<file path="src/ipacl_pkg.sv">
// Shared types, codes and the prefix mask helper of the IP allow/deny access list.
package ipacl_pkg;

    localparam int ADDR_W   = 128;
    localparam int HIT_W    = 4;
    localparam int SLOT_W   = 4;
    localparam int PLEN_W   = 8;
    localparam int CMD_W    = 2;
    localparam int VERD_W   = 2;
    localparam int S_DATA_W = 280;
    localparam int M_DATA_W = 8;

    localparam logic [PLEN_W-1:0] V4_MAX_PLEN = 8'd32;
    localparam logic [PLEN_W-1:0] V6_MAX_PLEN = 8'd128;

    localparam logic [CMD_W-1:0] CMD_CLEAR = 2'd0;
    localparam logic [CMD_W-1:0] CMD_WRITE = 2'd1;
    localparam logic [CMD_W-1:0] CMD_CHECK = 2'd2;

    localparam logic [VERD_W-1:0] VERDICT_DEFAULT = 2'd0;
    localparam logic [VERD_W-1:0] VERDICT_ALLOW   = 2'd1;
    localparam logic [VERD_W-1:0] VERDICT_DENY    = 2'd2;

    typedef enum logic [2:0] {
        ST_IDLE = 3'b001,
        ST_SCAN = 3'b010,
        ST_DONE = 3'b100
    } state_t;

    // One stored rule, kept as a single memory row.
    typedef struct packed {
        logic [ADDR_W-1:0] addr;
        logic [ADDR_W-1:0] mask;
        logic              is_ipv4;
        logic              allow;
        logic              all_scope;
    } rule_t;

    typedef struct packed {
        logic              allowed;
        logic [VERD_W-1:0] verdict;
        logic [HIT_W-1:0]  hit_index;
    } result_t;

    // Mask with the clamped prefix length as leading ones.
    function automatic logic [ADDR_W-1:0] prefix_mask(input logic [PLEN_W-1:0] plen,
                                                      input logic is_ipv4);
        logic [PLEN_W-1:0] lim;
        logic [PLEN_W-1:0] n;
        lim = is_ipv4 ? V4_MAX_PLEN : V6_MAX_PLEN;
        n   = (plen > lim) ? lim : plen;
        return (n == V6_MAX_PLEN) ? {ADDR_W{1'b1}} : ~({ADDR_W{1'b1}} >> n);
    endfunction

endpackage

</file>
<file path="src/ipacl_rule_mem.sv">
// Rule storage memory with one write port and one registered read port.
module ipacl_rule_mem #(
    parameter int RULES = 16,
    parameter int IDX_W = 4
) (
    input  logic                aclk,
    input  logic                wr_en,
    input  logic [IDX_W-1:0]    wr_addr,
    input  ipacl_pkg::rule_t    wr_data,
    input  logic                rd_en,
    input  logic [IDX_W-1:0]    rd_addr,
    output ipacl_pkg::rule_t    rd_data
);

    ipacl_pkg::rule_t mem [RULES];
    ipacl_pkg::rule_t rd_data_reg;

    always_ff @(posedge aclk) begin
        if (wr_en) begin
            mem[wr_addr] <= wr_data;
        end
        if (rd_en) begin
            rd_data_reg <= mem[rd_addr];
        end
    end

    assign rd_data = rd_data_reg;

endmodule

</file>
<file path="src/ipacl_match.sv">
// Shared compare unit: tests one rule against the queried address.
module ipacl_match (
    input  ipacl_pkg::rule_t                  rule,
    input  logic [ipacl_pkg::ADDR_W-1:0]      query,
    input  logic                              slot_valid,
    input  logic                              only_all,
    output logic                              hit
);

    logic [ipacl_pkg::ADDR_W-1:0] diff;
    logic                         addr_eq;

    assign diff = (rule.addr ^ query) & rule.mask;

    // An IPv4 rule looks only at the top four address bytes.
    assign addr_eq = rule.is_ipv4 ? (diff[ipacl_pkg::ADDR_W-1 -: 32] == 32'd0)
                                  : (diff == '0);

    assign hit = slot_valid && (!only_all || rule.all_scope) && addr_eq;

endmodule

</file>
<file path="src/ip_allow_deny_access_list.sv">
// IP allow/deny access list with a rule table that is scanned in full for every check.
// A check reads one rule per cycle from the rule memory through a single compare unit,
// so one check occupies the block for the whole table scan; clear and write do not scan.
// The block takes no new transfer while an item is in progress, but a finished result
// waiting in the output register does not hold off the next input transfer.
// Reset (aresetn low, synchronous) empties the table and drops any pending result.
module ip_allow_deny_access_list #(
    parameter int RULES = 16
) (
    input  logic                              aclk,
    input  logic                              aresetn,
    // s_tdata fields from bit 0 up: rule_index[3:0], addr_hi[63:0], addr_lo[63:0],
    // mask_hi[63:0], mask_lo[63:0], use_prefix, prefix_len[7:0], rule_is_ipv4,
    // rule_allow, rule_all_scope, query_all_scope, zero fill.
    input  logic                              s_tvalid,
    output logic                              s_tready,
    input  logic [ipacl_pkg::S_DATA_W-1:0]    s_tdata,
    // s_tuser fields from bit 0 up: cmd[1:0].
    input  logic [ipacl_pkg::CMD_W-1:0]       s_tuser,
    // m_tdata fields from bit 0 up: allowed, verdict[1:0], hit_index[3:0], zero fill.
    output logic                              m_tvalid,
    input  logic                              m_tready,
    output logic [ipacl_pkg::M_DATA_W-1:0]    m_tdata
);

    localparam int IDX_W = (RULES > 1) ? $clog2(RULES) : 1;
    localparam int IW    = (IDX_W > ipacl_pkg::SLOT_W) ? IDX_W : ipacl_pkg::SLOT_W;
    localparam logic [IDX_W-1:0] LAST_IDX = IDX_W'(RULES - 1);

    // Unpacked input fields.
    logic [ipacl_pkg::CMD_W-1:0]  in_cmd;
    logic [ipacl_pkg::SLOT_W-1:0] in_rule_index;
    logic [63:0]                  in_addr_hi;
    logic [63:0]                  in_addr_lo;
    logic [63:0]                  in_mask_hi;
    logic [63:0]                  in_mask_lo;
    logic                         in_use_prefix;
    logic [ipacl_pkg::PLEN_W-1:0] in_prefix_len;
    logic                         in_rule_is_ipv4;
    logic                         in_rule_allow;
    logic                         in_rule_all_scope;
    logic                         in_query_all_scope;

    assign in_cmd             = s_tuser;
    assign in_rule_index      = s_tdata[3:0];
    assign in_addr_hi         = s_tdata[67:4];
    assign in_addr_lo         = s_tdata[131:68];
    assign in_mask_hi         = s_tdata[195:132];
    assign in_mask_lo         = s_tdata[259:196];
    assign in_use_prefix      = s_tdata[260];
    assign in_prefix_len      = s_tdata[268:261];
    assign in_rule_is_ipv4    = s_tdata[269];
    assign in_rule_allow      = s_tdata[270];
    assign in_rule_all_scope  = s_tdata[271];
    assign in_query_all_scope = s_tdata[272];

    // Sequencer and tracking state.
    ipacl_pkg::state_t             state_reg, state_next;
    logic [RULES-1:0]              valid_reg, valid_next;
    logic [IDX_W-1:0]              scan_idx_reg, scan_idx_next;
    logic                          issue_reg, issue_next;
    logic                          cmp_vld_reg, cmp_vld_next;
    logic [IDX_W-1:0]              cmp_idx_reg, cmp_idx_next;
    logic                          cmp_last_reg, cmp_last_next;
    logic                          cmp_slotv_reg, cmp_slotv_next;
    logic [ipacl_pkg::ADDR_W-1:0]  q_addr_reg, q_addr_next;
    logic                          q_all_reg, q_all_next;
    logic                          allow_hit_reg, allow_hit_next;
    logic [IDX_W-1:0]              allow_at_reg, allow_at_next;
    logic                          deny_hit_reg, deny_hit_next;
    logic [IDX_W-1:0]              deny_at_reg, deny_at_next;
    logic                          m_tvalid_reg, m_tvalid_next;
    ipacl_pkg::result_t            res_reg, res_next;

    logic                          s_fire;
    logic [IW-1:0]                 wr_idx_ext;
    logic                          wr_in_range;
    logic                          wr_en;
    ipacl_pkg::rule_t              wr_rule;
    logic                          rd_en;
    ipacl_pkg::rule_t              rd_rule;
    logic                          rule_hit;
    ipacl_pkg::result_t            final_res;

    assign s_tready = (state_reg == ipacl_pkg::ST_IDLE);
    assign s_fire   = s_tvalid && s_tready;

    // Rule write path: slots past the end of the table are dropped.
    assign wr_idx_ext  = IW'(in_rule_index);
    assign wr_in_range = ({1'b0, wr_idx_ext} < (IW + 1)'(RULES));
    assign wr_en       = s_fire && (in_cmd == ipacl_pkg::CMD_WRITE) && wr_in_range;

    always_comb begin
        wr_rule.addr      = {in_addr_hi, in_addr_lo};
        wr_rule.mask      = in_use_prefix
                          ? ipacl_pkg::prefix_mask(in_prefix_len, in_rule_is_ipv4)
                          : {in_mask_hi, in_mask_lo};
        wr_rule.is_ipv4   = in_rule_is_ipv4;
        wr_rule.allow     = in_rule_allow;
        wr_rule.all_scope = in_rule_all_scope;
    end

    ipacl_rule_mem #(
        .RULES (RULES),
        .IDX_W (IDX_W)
    ) u_rule_mem (
        .aclk    (aclk),
        .wr_en   (wr_en),
        .wr_addr (wr_idx_ext[IDX_W-1:0]),
        .wr_data (wr_rule),
        .rd_en   (rd_en),
        .rd_addr (scan_idx_reg),
        .rd_data (rd_rule)
    );

    ipacl_match u_match (
        .rule       (rd_rule),
        .query      (q_addr_reg),
        .slot_valid (cmp_slotv_reg),
        .only_all   (q_all_reg),
        .hit        (rule_hit)
    );

    // The first allow hit decides; failing that, the first deny hit; else default allow.
    always_comb begin
        if (allow_hit_reg) begin
            final_res.allowed   = 1'b1;
            final_res.verdict   = ipacl_pkg::VERDICT_ALLOW;
            final_res.hit_index = ipacl_pkg::HIT_W'(allow_at_reg);
        end else if (deny_hit_reg) begin
            final_res.allowed   = 1'b0;
            final_res.verdict   = ipacl_pkg::VERDICT_DENY;
            final_res.hit_index = ipacl_pkg::HIT_W'(deny_at_reg);
        end else begin
            final_res.allowed   = 1'b1;
            final_res.verdict   = ipacl_pkg::VERDICT_DEFAULT;
            final_res.hit_index = '0;
        end
    end

    always_comb begin
        state_next     = state_reg;
        valid_next     = valid_reg;
        scan_idx_next  = scan_idx_reg;
        issue_next     = issue_reg;
        cmp_vld_next   = 1'b0;
        cmp_idx_next   = cmp_idx_reg;
        cmp_last_next  = cmp_last_reg;
        cmp_slotv_next = cmp_slotv_reg;
        q_addr_next    = q_addr_reg;
        q_all_next     = q_all_reg;
        allow_hit_next = allow_hit_reg;
        allow_at_next  = allow_at_reg;
        deny_hit_next  = deny_hit_reg;
        deny_at_next   = deny_at_reg;
        m_tvalid_next  = m_tvalid_reg;
        res_next       = res_reg;
        rd_en          = 1'b0;

        // The output register empties independently of the sequencer.
        if (m_tvalid_reg && m_tready) begin
            m_tvalid_next = 1'b0;
        end

        case (state_reg)
            ipacl_pkg::ST_IDLE: begin
                if (s_fire) begin
                    allow_hit_next = 1'b0;
                    deny_hit_next  = 1'b0;
                    allow_at_next  = '0;
                    deny_at_next   = '0;
                    q_addr_next    = {in_addr_hi, in_addr_lo};
                    q_all_next     = in_query_all_scope;
                    state_next     = ipacl_pkg::ST_DONE;
                    case (in_cmd)
                        ipacl_pkg::CMD_CLEAR: begin
                            valid_next = '0;
                        end
                        ipacl_pkg::CMD_WRITE: begin
                            if (wr_in_range) begin
                                valid_next[wr_idx_ext[IDX_W-1:0]] = 1'b1;
                            end
                        end
                        ipacl_pkg::CMD_CHECK: begin
                            scan_idx_next = '0;
                            issue_next    = 1'b1;
                            state_next    = ipacl_pkg::ST_SCAN;
                        end
                        default: begin
                        end
                    endcase
                end
            end
            ipacl_pkg::ST_SCAN: begin
                // Read stage: fetch one rule per cycle.
                if (issue_reg) begin
                    rd_en          = 1'b1;
                    cmp_vld_next   = 1'b1;
                    cmp_idx_next   = scan_idx_reg;
                    cmp_last_next  = (scan_idx_reg == LAST_IDX);
                    cmp_slotv_next = valid_reg[scan_idx_reg];
                    if (scan_idx_reg == LAST_IDX) begin
                        issue_next = 1'b0;
                    end else begin
                        scan_idx_next = scan_idx_reg + IDX_W'(1);
                    end
                end
                // Compare stage: keep the lowest matching allow and deny indexes.
                if (cmp_vld_reg) begin
                    if (rule_hit) begin
                        if (rd_rule.allow) begin
                            if (!allow_hit_reg) begin
                                allow_hit_next = 1'b1;
                                allow_at_next  = cmp_idx_reg;
                            end
                        end else if (!deny_hit_reg) begin
                            deny_hit_next = 1'b1;
                            deny_at_next  = cmp_idx_reg;
                        end
                    end
                    if (cmp_last_reg) begin
                        state_next = ipacl_pkg::ST_DONE;
                    end
                end
            end
            ipacl_pkg::ST_DONE: begin
                if (!m_tvalid_reg || m_tready) begin
                    m_tvalid_next = 1'b1;
                    res_next      = final_res;
                    state_next    = ipacl_pkg::ST_IDLE;
                end
            end
            default: begin
                state_next = ipacl_pkg::ST_IDLE;
            end
        endcase
    end

    always_ff @(posedge aclk) begin
        if (!aresetn) begin
            state_reg     <= ipacl_pkg::ST_IDLE;
            valid_reg     <= '0;
            issue_reg     <= 1'b0;
            cmp_vld_reg   <= 1'b0;
            m_tvalid_reg  <= 1'b0;
            allow_hit_reg <= 1'b0;
            deny_hit_reg  <= 1'b0;
        end else begin
            state_reg     <= state_next;
            valid_reg     <= valid_next;
            issue_reg     <= issue_next;
            cmp_vld_reg   <= cmp_vld_next;
            m_tvalid_reg  <= m_tvalid_next;
            allow_hit_reg <= allow_hit_next;
            deny_hit_reg  <= deny_hit_next;
        end
    end

    // Payload registers carry no reset.
    always_ff @(posedge aclk) begin
        scan_idx_reg  <= scan_idx_next;
        cmp_idx_reg   <= cmp_idx_next;
        cmp_last_reg  <= cmp_last_next;
        cmp_slotv_reg <= cmp_slotv_next;
        q_addr_reg    <= q_addr_next;
        q_all_reg     <= q_all_next;
        allow_at_reg  <= allow_at_next;
        deny_at_reg   <= deny_at_next;
        res_reg       <= res_next;
    end

    assign m_tvalid = m_tvalid_reg;
    assign m_tdata  = {1'b0, res_reg.hit_index, res_reg.verdict, res_reg.allowed};

endmodule

</file>
<file path="config.mk">
export PLATFORM = sky130hd
export DESIGN_NAME = ip_allow_deny_access_list
export DESIGN_NICKNAME = d
export VERILOG_FILES = /design/src/ipacl_pkg.sv /design/src/ipacl_rule_mem.sv /design/src/ipacl_match.sv /design/src/ip_allow_deny_access_list.sv
export SDC_FILE = /design/constraint.sdc
export NUM_CORES = 2
export LEC_CHECK = 0
export ABC_AREA = 1
export BUFFER_PORTS_ARGS = -buffer_cell sky130_fd_sc_hd__buf_2
export CORE_MARGIN = 1.5
export CORE_UTILIZATION = 55
export CTS_BUF_LIST = sky130_fd_sc_hd__clkbuf_16
export CTS_CLUSTER_DIAMETER = 150
export CTS_CLUSTER_SIZE = 28
export DETAILED_ROUTE_END_ITERATION = 8
export GPL_ROUTABILITY_DRIVEN = 1
export PLACE_DENSITY = 0.73
export SETUP_SLACK_MARGIN = 0.02
export SYNTH_ARGS = -nofsm -noshare
export SYNTH_HDL_FRONTEND = slang
export SYNTH_MEMORY_MAX_BITS = 65536
export SYNTH_SLANG_ARGS = --single-unit
</file>
<file path="constraint.sdc">
create_clock -name aclk -period 74.1 [get_ports aclk]
set_input_delay 0 -clock aclk [delete_from_list [all_inputs] [get_ports aclk]]
set_output_delay 0 -clock aclk [all_outputs]
set_load 0.01 [all_outputs]
</file>
Word-level counts from Yosys, hierarchy flattened
Memory sizes are Yosys's and may differ from the RTL's. A register that Yosys moved wholly into a read port is not among the register bits.
Index checks and enable logic that the tools add are counted.
- bitwise operators: 4
- shift-type cells: 1
- equality and inequality tests: 19
- add/sub/neg operators: 1
- reductions and logical operators: 26
- $lt $le $gt $ge: 4
- muxes and demuxes: 55
- operator list (cell ; number):
    two-way mux 128 bit ; 2
    AND 128 bit ; 1
    logical NOT 128 bit ; 1
    inverter 128 bit ; 1
    >> shifter 128 x 8 -> 128 bit, first input constant ; 1
    bitwise XOR 128 bit ; 1
    two-way mux 4 bit ; 14
    logical NOT 32 bit ; 1
    case mux 16 bit (2 select lines) ; 1
    case mux 4 bit (2 select lines) ; 3
    two-way mux 1 bit ; 21
    != test 2 bit, second input constant ; 9
    two-way mux 8 bit ; 2
    OR 16 bit ; 1
    two-way mux 3 bit ; 5
    AND reduction 5 bit ; 3
    AND reduction 6 bit ; 2
    less-than comparator 4 x 5 -> 1 bit, second input constant ; 2
    case mux 3 bit (3 select lines) ; 1
    equality test 8 bit, second input constant ; 1
    greater-than comparator 8 bit ; 1
    two-way mux 7 bit ; 1
    logical AND 1 bit ; 6
    != test 2 x 1 -> 1 bit, second input constant ; 3
    other kinds (18) ; 26
- memory bits (writable): 4144
- bits of input ports: 286
- output and inout port bits: 10
- register bits after elaboration: 178
- memories kept: 1
- word-level logic and storage cells: 129
- memory list (name ; depth ; width ; rd ports ; clocked after Yosys merged registers in ; wr ports ; RTL line ; source):
    u_rule_mem.mem ; 16 ; 259 ; 1 ; 1 ; 1 ; ipacl_rule_mem.sv:15 ; ipacl_pkg::rule_t mem [RULES];

Logic depth before layout (Yosys ltp)
- word-level depth: 8
- depth in mapped cells: 15
- mapped depth without buffers: 15

Modules after synthesis
Synthesis repeated with hierarchy kept, for this count alone.
- cell total of the unflattened synthesis: 17164
- area, all modules: 190460.2 um^2
- modules (own cells, without submodules) (module ; times used ; area an instance (um^2) ; sequential area each (um^2) ; cells an instance):
    ipacl_rule_mem ; 1 ; 179464.6 ; 132216.8 ; 15657
    ip_allow_deny_access_list ; 1 ; 8264.2 ; 5104.9 ; 835
    ipacl_match ; 1 ; 2731.4 ; 0.0 ; 672

Worst setup path after synthesis
Ideal clock, no wire load.
- path kind: reg2reg
- start point: register state_reg[0]
- end point: memory u_rule_mem.mem[7][0] (netlist name), enable pin
- setup time: 1511 ps
- period minus slack after synthesis: 30541 ps
- path slack: 43559 ps
- arrival: 29030 ps
- required time: 72589 ps
- path buffers: 0
- stages on the path, launching flop included: 9
- cells stage by stage: dfxtp_1 inv_2 nor3_4 inv_2 nor2_2 inv_1 nor2_2 inv_2 nor4_1
- cells in the longest elaborated chain, start to end: 5
- RTL lines (what ; RTL line ; source):
    start: declaration ; ip_allow_deny_access_list.sv:58 ; ipacl_pkg::state_t state_reg, state_next;
    start signal: assignment ; ip_allow_deny_access_list.sv:241 ; state_reg <= ipacl_pkg::ST_IDLE;
    start signal: assignment ; ip_allow_deny_access_list.sv:249 ; state_reg <= state_next;
    equality test 3 x 1 -> 1 bit ; ip_allow_deny_access_list.sv:85 ; assign s_tready = (state_reg == ipacl_pkg::ST_IDLE);
    via s_tready ; ip_allow_deny_access_list.sv:16 ; output logic s_tready,
    logical AND 1 bit ; ip_allow_deny_access_list.sv:86 ; assign s_fire = s_tvalid && s_tready;
    logical AND 1 bit ; ip_allow_deny_access_list.sv:91 ; assign wr_en = s_fire && (in_cmd == ipacl_pkg::CMD_WRITE) && wr_in_range;
    two-way mux 1 bit ; ipacl_rule_mem.sv:19 ; if (wr_en) begin
    two-way mux 1 bit (implied by the code) ; ipacl_rule_mem.sv:20 ; mem[wr_addr] <= wr_data;
    end: declaration ; ipacl_rule_mem.sv:15 ;
The timed path passes the listed nets, and every way through them passes these cells.

Final worst setup path
- start point: register state_reg[0]
- end point: memory u_rule_mem.mem[1][67] (netlist name), enable pin
- cells in the longest elaborated chain, start to end: 5
- RTL lines (what ; RTL line):
    equality test 3 x 1 -> 1 bit ; ip_allow_deny_access_list.sv:85
    logical AND 1 bit ; ip_allow_deny_access_list.sv:86
    logical AND 1 bit ; ip_allow_deny_access_list.sv:91
    two-way mux 1 bit ; ipacl_rule_mem.sv:19
    two-way mux 1 bit (implied by the code) ; ipacl_rule_mem.sv:20
No other way between the ends.

==> out/results.md <==
| Result | Value | Unit |
| --- | --- | --- |
| Largest net degree at the start of global routing | 273 | - |
| Cell types occupying the most area after synthesis | edfxtp_1 77%, o21ai_0 6.0%, nor2_1 4.9%, o22ai_1 2.1%, o221ai_1 2.1% | - |
| PortBufs | 287 | - |
| Net Sw Frac | 28.6 | % |
| Worst slew margin relative to its limit | 7.62 | % |
| Number of standard cells in the layout, taps in and fillers out | 17501 | - |
| Ratio of total power to cell area | 26.5 | nW/um2 |
| Crit path top cell by count | buf_4 | - |
| Post-route worst hold slack | 0.0206 | ns |
| Reg-to-Reg Start | state_reg[0] | - |
| Clock tree from TritonCTS | built | - |
| Standby leakage power | 60.4 | nW |
| Share of total power in sequential cells | 57.8 | % |
| Relative area change from synthesis to final layout | 7.89 | % |
| Maximum count of clock buffers along a single path | 4 | - |
| Insertion delay of the later-clocked pin in the worst-skew pair | 0.96 | ns |
| Post-cts resize count | 0 | - |
| Via-to-Cell Ratio | 6.52 | - |
| Gr usage total | 29.9 | % |
| Cell with the most instances after synthesis | edfxtp_1 | - |
| DRC violations left | 0 | - |
| Int Pwr | 3.61 | mW |
| Setup violations, final | 0 | - |
| Post-detailed-routing wire length | 495000 | um |
| Synth area leader | edfxtp_1 | - |
| Final core utilization | 59.6 | % |
| Effective utilization at floorplan | 55.2 | % |
| Slew @ Worst Pin | 1.38 | ns |
| Logic pwr share | 18.3 | % |
| Number of sinks on the clock net | 4581 | - |
| Critical Path AT | 7.74 | ns |
| Net count reported at finish | 13426 | - |
| Maximum VDD drop | 0.0000216 | V |
| Final clock skew | 0.0722 | ns |
| Origin of the worst setup path | state_reg[0] | - |
| Area share of the largest cell type after synthesis | 77.3 | % |
| Synthesized area per cell | 13.7 | um2 |
| CP max FO | 88 | - |
| Number of core rows | 208 | - |
| Wire length the detailed router placed on met1 | 185000 | um |
| Clock buffers created by TritonCTS | 186 | - |
| YS warnings | 0 | - |
| Vias in the first global route | 107795 | - |
| Global-route wire length before repair | 712000 | um |
| Tcrit/Tclk final | 9.72 | % |
| Worst Setup Slack, final | 66.90 | ns |
| Crit path capture type | register | - |
| Global placer's final weighted congestion | 0.954 | - |
| Top routing layer in use | met5 | - |
| Wire length per cell | 28.3 | um |
| Remaining Overflow, GRT | 0 | - |
| Via count | 114031 | - |
| Core Box Area | 321000 | um2 |
| Total placed cells including tap cells | 16941 | - |
| Total negative slack | 0 | ns |
| First-pass detailed-route iteration total | 8 | - |
| CP Data Required Time | 74.63 | ns |
| Synthesized net count | 13248 | - |
| Count of final max-slew check failures | 0 | - |
| Multi-input gate area in the final layout | 35400 | um2 |
| Most used DFF post-synth | edfxtp_1 | - |
| Unrepaired setup endpoints after global routing | no | - |
| Category of the worst setup path launch point | register | - |
| Post-DP HPWL | 268000 | um |
| Maximum achievable frequency | 139 | MHz |
| Die boundary height | 570 | um |
| Ranking of synthesized cells by instance count | 4557 x edfxtp_1, 2292 x nor2_1, 2110 x o21ai_0 | - |
| Hold WC Path Type | primary input to register | - |
| Chip width | 570 | um |
| Met2 WL post-DR | 227000 | um |
| Top cell family by delay on the critical path | buffers and inverters | - |
| Min-Delay Startpoint | s_tdata[8] | - |
| Number of nets with antenna violations after routing | 0 | - |
| Pwr Total | 5.06 | mW |
| Dpl ws | 67.04 | ns |
| Die footprint | 325000 | um2 |
| Worst Setup Path Type | register to register | - |
| Final hold violations | 0 | - |
| Power spent charging and discharging nets | 1.44 | mW |
| Clock Power Share | 23.9 | % |
| EDFF count, synth | 4557 | - |
| Cell-by-cell trace of the critical path | inv_2, nor3_4, inv_2, nor2_4, buf_4, inv_1, nor2_2, nand3_1, inv_1, nand2_1, nor2_4, buf_12, buf_4, buf_4, buf_4, buf_4 | - |
| Length of routed met3 wiring | 64300 | um |
| Count of distinct cell types in the synthesized netlist | 51 | - |
| Drt first-iter violations | 17912 | - |
| Peak per-stage delay on the critical path | 0.93 | ns |
| Post-route design area | 191000 | um2 |
| Ratio of cells with drive above 1 in the final layout | 6.36 | % |
| Clock transition at the register clock pins on the worst setup and hold paths after CTS | 0.10 | ns |
| Number of H-tree levels | 4 | - |
| Status | complete, no violations | - |
| Number of flip-flops in the largest register | 4144 | - |
| Fraction of synthesis flops using an asynchronous set or reset pin | 0 | % |
| CTS Root Cell | clkbuf_16 | - |
| Filler instances | 23793 | - |
| Number of antenna violations at the first check in global routing | 67 | - |
| Register area | 137000 | um2 |
| Buffers & Inverters on Critical Path | 10 | - |
| Post-synthesis instance area | 177000 | um2 |
| Post-synthesis sequential area ratio | 77.6 | % |
| Shortest clock period the worst path allows after layout | 7.20 | ns |
| Max-cap check violation count | 0 | - |
| Placement Cell Area | 183000 | um2 |
| Cell at the slowest stage of the critical path | buf_4 | - |
| FF+latch count, synth | 4581 | - |
| Post-Syn Instances | 12959 | - |
| Total I/O pin count | 296 | - |
worst register-to-register path, stage by stage (launching register included):
cell     delay [ns]
dfxtp_1        0.41
inv_2          0.07
nor3_4         0.22
inv_2          0.10
nor2_4         0.09
buf_4          0.79
inv_1          0.18
nor2_2         0.21
nand3_1        0.10
inv_1          0.12
nand2_1        0.12
nor2_4         0.13
buf_12         0.57
buf_4          0.95
buf_4          0.84
buf_4          0.92
buf_4          0.88
metal layers:
metal / GRT usage [%] / vias to the layer above
met2: 46.7 / 7858
met4: 10.2 / 24
li1: - / 48492
met5: 0 / -
met3: 5.21 / 961
met1: 42.7 / 56696
area by class of cell:
class	instances	area share, %
Antenna cell	28	0.0367
Clock buffer	188	2.46
Clock inverter	31	0.154
Inverter	235	0.490
Multi-Input combinational cell	7271	18.6
Sequential cell	4581	71.9
Tap cell	4305	2.82
Timing Repair Buffer	862	3.57
worst paths after layout:
check	depth (start not counted)	endpoint	slack [ns]
hold / removal	2	u_rule_mem.mem[4][199]	0.02
hold reg to reg	2	valid_reg[12]	0.46
setup / recovery	16	u_rule_mem.mem[1][67]	66.90
setup reg to reg	16	u_rule_mem.mem[1][67]	66.90
cells in the final DEF (no fill, tap or decap), types with 5 or more instances in the layout:
cell type      count
a21oi_1          104
a21oi_2            6
buf_12            22
buf_2            287
buf_4            240
clkbuf_16        188
clkinv_8           6
dfxtp_1           24
diode_2           28
dlygate4sd3_1    313
edfxtp_1        4557
inv_1            236
inv_2              8
inv_8              5
nand2_1          948
nand3_1          551
nand4_1           14
nor2_1          2274
nor2_4            22
o211ai_1         101
o21ai_0         2107
o21ai_1           27
o221ai_1         432
o22ai_1          606
or2_2             20
xor2_1             5
cell families (layout without fill, tap and decap cells):
| kind of cell | after synthesis | after routing | synth area share [%] |
|---|---|---|---|
| simple gates | 3854 | 3854 | 8.70 |
| other cells | 1 | 29 | 0.00212 |
| xor+xnor | 6 | 6 | 0.0297 |
| flops | 4581 | 4581 | 77.6 |
| compound gates | 3407 | 3407 | 11.2 |
| fa+ha+maj | 3 | 3 | 0.0212 |
| buf+inv | 1107 | 1316 | 2.49 |
power groups by stage:
stage | Clock (mW) | Combinational, mW | Sequential (mW)
after detailed placement | 0 | 0.885 | 2.98
after CTS | 1.21 | 0.904 | 2.92
final | 1.21 | 0.927 | 2.92
after global routing | 1.29 | 0.996 | 2.93
after global placement | 0 | 0.853 | 2.98
after floorplan | 0 | 0.549 | 2.99
repair_timing:
action / CTS / global route
buffers inserted: 0 / 0
hold buffers: 313 / 0
endpoints found under the hold margin: 4120 / 0
Power figures use the tool's default switching activity.
